==> config.mk <==
export PLATFORM = sky130hd
export DESIGN_NAME = pact_ram
export DESIGN_NICKNAME = d
export VERILOG_FILES = /design/src/rtl/core/pact_ram.sv
export SDC_FILE = /design/constraint.sdc
export NUM_CORES = 1
export LEC_CHECK = 0
export BUFFER_PORTS_ARGS = -buffer_cell sky130_fd_sc_hd__buf_2
export CAP_MARGIN = 15
export CORE_MARGIN = 8
export CORE_UTILIZATION = 50
export DETAILED_ROUTE_END_ITERATION = 12
export PLACE_DENSITY_LB_ADDON = 0.15
export SYNTH_ARGS = -nofsm -noshare
export SYNTH_HDL_FRONTEND = slang
export SYNTH_SLANG_ARGS = --single-unit
==> constraint.sdc <==
create_clock -name clk -period 3.14 [get_ports clk]
set_clock_uncertainty 0.05 [all_clocks]
set_input_delay 0.628 -clock clk [delete_from_list [all_inputs] [get_ports clk]]
set_output_delay 0.628 -clock clk [all_outputs]
set_load 0.03 [all_outputs]
==> src/rtl/core/pact_ram.sv <==
// Generic single-write, single-read RAM with registered read data.
module pact_ram #(
  parameter int WIDTH = 16,
  parameter int DEPTH = 64
) (
  input  logic                                  clk,
  input  logic                                  we,
  input  logic [(DEPTH > 1 ? $clog2(DEPTH) : 1)-1:0] waddr,
  input  logic [WIDTH-1:0]                      wdata,
  input  logic                                  re,
  input  logic [(DEPTH > 1 ? $clog2(DEPTH) : 1)-1:0] raddr,
  output logic [WIDTH-1:0]                      rdata
);

  logic [WIDTH-1:0] mem [DEPTH];
  logic [WIDTH-1:0] rdata_r;

  // Read returns the old contents on a same-address collision
  always_ff @(posedge clk) begin
    if (we) begin
      mem[waddr] <= wdata;
    end
    if (re) begin
      rdata_r <= mem[raddr];
    end
  end

  assign rdata = rdata_r;

endmodule

==> metrics.md, run 1 <==
| Metric | Value |
|---|---|
| Final WL | between 90000 and 100000 um |
| Status | completed |
| Crit share post-route | between 80% and 90% |
| EDFF count, synth | ~1000 |
| Synthesized Nets | between 1500 and 2000 |
| Initial core utilization | 50.2% |
| Setup crit start kind | input port |
| Port-buffer cells | between 40 and 50 |
| Core footprint | 80000 um2 |
| Initial detailed-routing violation count | 2197 |
| Share of the synthesized area in the top cell type | between 70 and 80% |
| Die Wd | between 200 and 300 um |
| Clk buf depth | 3 |
| Layout fillers | 5839 |
| Max-cap viol count | 0 |
| DRT Pass-1 Iters | 10 |
| Most frequent cells in the layout | 1040 x edfxtp_1, 220 x mux4_2, 163 x buf_4 |
| Register area share after synthesis | approximately 78% |
| DRT antenna net count | 0 |
| Area of the multi-input gates | about 8200 um2 |
| Syn Std Cell Area | between 40000 and 50000 um2 |
| Final worst slack | ~0.63 ns |
| Worst setup path category | in -> reg |
| Post-synthesis register bit count | 1040 |
| Worst EP arrival | around 2.8 ns |
| Main area contributors after synthesis | edfxtp_1 78%, mux4_2 12%, mux2i_1 2.1%, mux2_2 0.76%, a22oi_1 0.73% |
| Vias in the first global route | between 15000 and 20000 |
| Syn_area_per_cell | 22.0 um2 |
| Cts bufs inserted | 104 |
| Inst Count DP | 3019 |
| Most area-hungry cell type in the Yosys netlist | edfxtp_1 |
| Post-layout min period | about 2.5 ns |
| Power density over cell area | around 620 nW/um2 |
| Wire per inst | approximately 31 um |
| Fin area | ~46000 um2 |
| Post-CTS Resized | 0 |
| Pre-CTS setup slack | -0.0617 ns |
| P&R area growth vs syn | 14.3% |
| Cell chain of the critical path | buf_8 > buf_12 > mux4_2 > mux2i_1 > nand3_1 > a31oi_1 > buf_4 > a311oi_1 |
| CP peak stage delay | ~0.54 ns |
| Slew Limit Fails | 0 |
| I/O pin cnt | 47 |
| H-tree depth | 3 |
| Seq. cell area | ~31000 um2 |
| CTS tree | done |
| Area of the die | 89700 um2 |
| Peak VDD IR | 0.000496 V |
| Relative slew slack | 24.8% |
| Unrepaired setup endpoints after global routing | no |
| CP required | 3.46 ns |
| Initial antenna violation count | 5 |
| First-pass GRT wire length | 141000 um |
| Worst min path class | in -> reg |
| Via density | between 6 and 7 |
| CP max-delay cell | mux4_2 |
| Synth Flop Type | edfxtp_1 |
| Setup Buffers After CTS | 0 |
| Max frequency | 398 MHz |
| Sink Count | 1040 |
| Clock Latency Late Sink | between 0.6 and 0.7 ns |
| Final number of hold-violating endpoints | 0 |
| Die H | ~300 um |
| Routed via count | between 15000 and 20000 |
| GP Congestion | 0.824 |
| Slew at the pin closest to its max-slew limit | 1.12 ns |
| DP HPWL | 61000 um |
| # hold bufs at CTS | 0 |
| Distinct cells, synth | 42 |
| GR Overflow Total | 0 |
| Pleak | 14.8 nW |
| Gr usage total | 21.7% |
| Nets | 2096 |
| Root Driver | clkbuf_16 |
| Clock slew at reported path FFs | 0.06 ns |
| Ys Warns | 0 |
| Layout cells sized above 1 | slightly below 30% |
| Post-Layout Cell Count | roughly 3200 |
| Cells after Synth | between 1500 and 2000 |
| Leading cell type in the layout, fill and taps excluded | edfxtp_1 |
| DP Area | about 43000 um2 |
| DRC viols | 0 |
| Async set or reset register ratio after synthesis | 0% |
| Crit path max fanout | 27 |
| Endpoints failing setup | 0 |
| Critical Path Sink Type | flip-flop |
| Row count | 104 |
| Largest net degree at the start of global routing | 65 |
-- cells by family after synthesis --
group | Yosys count | share of synthesized area, %
flops | 1040 | 77.7
mux | 336 | 15.5
simple gates | 220 | 2.64
compound gates | 129 | 2.40
buf+inv | 104 | 1.82
-- worst max-delay path: cells and delay by family --
| kind | cells | cell delay, ns |
|---|---|---|
| compound gates | 2 | 0.33 |
| buf+inv | 3 | 0.66 |
| mux | 2 | 0.87 |
| simple gates | 1 | 0.29 |
-- path summary, 6_finish.rpt --
check	start	to	slack, ns	depth (start not counted)
max	raddr[0]	rdata[0]	0.63	8
min	wdata[8]	mem[46][8]	0.41	1
max reg2reg	mem[27][0]	rdata[0]	0.87	6
min reg2reg	mem[2][5]	rdata[5]	0.88	4
-- metal layers --
layer	GRT usage [%]	wire length (um)
met1	30.9	41200
met5	0	33
met4	6.47	2690
met2	34.2	46500
met3	4.20	7480
-- where the power goes --
part           total (W)  switching (W)  internal [W]
sequential        0.0154      0.0000452        0.0154
combinational    0.00158       0.000973      0.000602
clock             0.0115        0.00499       0.00653
-- area by class of cell --
cell class | count | share of cell area, %
clock buffer | 129 | 6.01
multi-input combinational | 685 | 18.0
clock inverter | 53 | 0.842
tap | 1060 | 2.89
antenna | 2 | 0.0109
timing repair buffer | 234 | 4.31
sequential | 1040 | 68.0
-- per-stage QoR --
step           hold WS, ns  setup TNS (ns)  total power, W  util (%)
3_3_place_gp         0.886         -0.0833          0.0173      53.5
6_report             0.405               0          0.0285      57.4
2_1_floorplan        0.677               0          0.0166         -
5_1_grt              0.418               0          0.0294      57.4
3_5_place_dp         0.882         -0.0887          0.0173      53.5
4_1_cts              0.383               0          0.0288      57.4
-- synth_stat cells (all sizes together) (8+ instances only) --
library cell and n:
a211o 8, a211oi 8, a21oi 17, a221oi 16, a22oi 39, a311oi 8, a31oi 8, buf 77
clkbuf 27, edfxtp 1040, mux2 27, mux2i 85, mux4 224, nand2 60, nand3 24, nand4 12
nor2 74, nor2b 30, o21ai 8
-- registers in the layout (all words and copies together) (netlist names) --
name / cells
rdata: 16
mem: 1024
Note: power is estimated with default switching activity, not from simulation.
==> run 2, diff against run 1 <==
==> constraint.sdc (replaced) <==
create_clock -name clk -period 2 [get_ports clk]
set_clock_uncertainty 0.05 [all_clocks]
set_input_delay 0.4 -clock clk [delete_from_list [all_inputs] [get_ports clk]]
set_output_delay 0.4 -clock clk [all_outputs]
set_load 0.03 [all_outputs]
==> metrics.md, run 2 (synthesis gave the netlist of run 1 again) <==
| Metric | Value |
|---|---|
| Status | complete, but fails checks |
| Failing checks | negative setup slack |
| GR Overflow Total | 0 (unchanged) |
| Met1 Use GR | 31.7% (+0.75 points) |
| DP Area | 44800 um2 (+4.6%) |
| Clk buf depth | 3 (unchanged) |
| Clock Latency Late Sink | 0.65 ns (about the same) |
| Seq. cell area | 31200 um2 (unchanged) |
| Setup TNS | -0.154 ns (-0.154 ns) |
| Unrepaired setup endpoints after global routing | yes |
| Worst EP arrival | 2.42 ns (-0.42 ns) |
| Die H | 300 um (unchanged) |
| Max frequency | just under 500 MHz |
| Initial antenna violation count | 15 (+10) |
| Largest net degree at the start of global routing | 65 (unchanged) |
| DP HPWL | 62600 um (+2.7%) |
| Gr usage total | 22.0% (+0.32 points) |
| DRC viols | 0 (unchanged) |
| Relative slew slack | 41.1% (+16 points) |
| Nets | 2189 (+4.4%) |
| Die Wd | 300 um (unchanged) |
| Endpoints failing setup | 6 (+6) |
| Worst setup path category | reg -> reg |
| Layout fillers | 5566 (-4.7%) |
| I/O pin cnt | 47 (unchanged) |
| # hold bufs at CTS | 0 (unchanged) |
| Cts bufs inserted | 102 (-1.9%) |
| Final worst slack | -0.0661 ns (-0.694 ns) |
| DRT antenna net count | 0 (unchanged) |
| CTS tree | done |
| Peak VDD IR | 0.000732 V (+48%) |
| Area of the die | 89700 um2 (unchanged) |
| Most frequent cells in the layout | 1040 x edfxtp_1, 224 x mux4_2, 174 x buf_4 |
| Clock slew at reported path FFs | 0.06 ns (about the same) |
| First-pass GRT wire length | 143000 um (+1.3%) |
| Initial detailed-routing violation count | 2166 (-1.4%) |
| GP Congestion | 0.836 (+1.5%) |
| Slew Limit Fails | 0 (unchanged) |
| Pleak | 15.6 nW (+5.6%) |
| GR peak layer | met2 |
| Setup crit start kind | flip-flop |
| Worst min path class | in -> reg |
| Post-layout min period | 2.07 ns |
| Crit path max fanout | 1 (-96%) |
| Grt met3 use | 5.37% (+1.2 points) |
| DRT Pass-1 Iters | 5 (-5) |
| Pre-CTS setup slack | -0.768 ns (-0.706 ns) |
| Final number of hold-violating endpoints | 0 (unchanged) |
| Critical Path Sink Type | flip-flop |
| CP required | 2.35 ns (-1.11 ns) |
| Via density | 6.01 (-1.5%) |
| Routed via count | 19900 (+1.8%) |
| Largest register FFs | 1024 (unchanged) |
| Port-buffer cells | 46 (unchanged) |
| Layout cells sized above 1 | 36.8% (+7.5 points) |
| Max-cap viol count | 0 (unchanged) |
| Wire per inst | 29.9 um (-2.1%) |
| Power density over cell area | 946 nW/um2 (+52%) |
| H-tree depth | 3 (unchanged) |
| Sink Count | 1040 (unchanged) |
| Initial core utilization | 50.2% (unchanged) |
| Met2 usage | 33.4% (-0.74 points) |
| Final WL | 99000 um (+1.1%) |
| Top reg by flops | mem |
| Leading cell type in the layout, fill and taps excluded | edfxtp_1 |
| P&R area growth vs syn | 20.3% |
| Fin area | 48400 um2 (+5.3%) |
| Area of the multi-input gates | 8830 um2 (+7.1%) |
| Setup Buffers After CTS | 0 (unchanged) |
| Root Driver | clkbuf_16 |
| Slew at the pin closest to its max-slew limit | 0.880 ns (-0.244 ns) |
| Crit share post-route | 103% |
| Vias in the first global route | 20200 (+2.8%) |
| Row count | 104 (unchanged) |
| Core footprint | 80000 um2 (unchanged) |
## run 2: cell types whose count changed in the layout (fill, tap and decap cells not counted), moves of 9 or more
cell     before  now
buf_12       25  102
nor2_1       72   28
nor2_4        0   23
nor2_2        2   23
buf_4       163  174
nand3_1      24   15
## run 2: path summary, 6_finish.rpt
| kind | start | to | slack [ns] | cells past startpoint |
|---|---|---|---|---|
| max | mem[15][5] | rdata[5] | -0.07 | 5 |
| min | re | rdata[0] | 0.20 | 1 |
| max reg2reg | mem[15][5] | rdata[5] | -0.07 | 5 |
| min reg2reg | mem[16][12] | rdata[12] | 0.93 | 4 |
## run 2: routing by layer
| metal | vias up | wire length (um) |
|---|---|---|
| met5 | - | 71 |
| met4 | 10 | 2610 |
| met3 | 146 | 8620 |
| met2 | 740 | 46000 |
| met1 | 10600 | 41700 |
| li1 | 8388 | - |
## run 2: report_power, final
part | internal (W) | switching [W] | total (W)
sequential | 0.0242 | 0.0000808 | 0.0243
clock | 0.0108 | 0.00790 | 0.0187
combinational | 0.00118 | 0.00163 | 0.00282
total | 0.0362 | 0.00962 | 0.0458
## run 2: worst max-delay path: stages (launching register included)
cell	delay, ns
edfxtp_1	0.36
mux4_2	0.49
mux2_4	0.29
nand2_2	0.07
nand4_1	0.29
and4_1	0.28
## run 2: cell type report
type	instances	share of cell area, %
clock buffers	126	5.64
well taps	1060	2.74
flip-flops and latches	1040	64.5
clock inverters	64	1.11
diodes	6	0.0310
multi-input cells	685	18.3
repair buffers	329	7.68
## run 2: what timing repair did
item / CTS / global route
setup endpoints to repair: 14 / 16
gates resized for setup: 25 / 37
pin swaps: 14 / 11
gates cloned: 0 / 1
## run 2: through the flow
step	hold WS [ns]	instances	utilization [%]	power [W]
floorplan	0.449	1829	-	0.0261
global placement	0.861	3114	55.9	0.0274
detailed placement	0.866	3114	55.9	0.0274
CTS	0.168	3303	60.2	0.0461
global route	0.187	3305	60.4	0.0471
finish	0.203	3310	60.5	0.0458
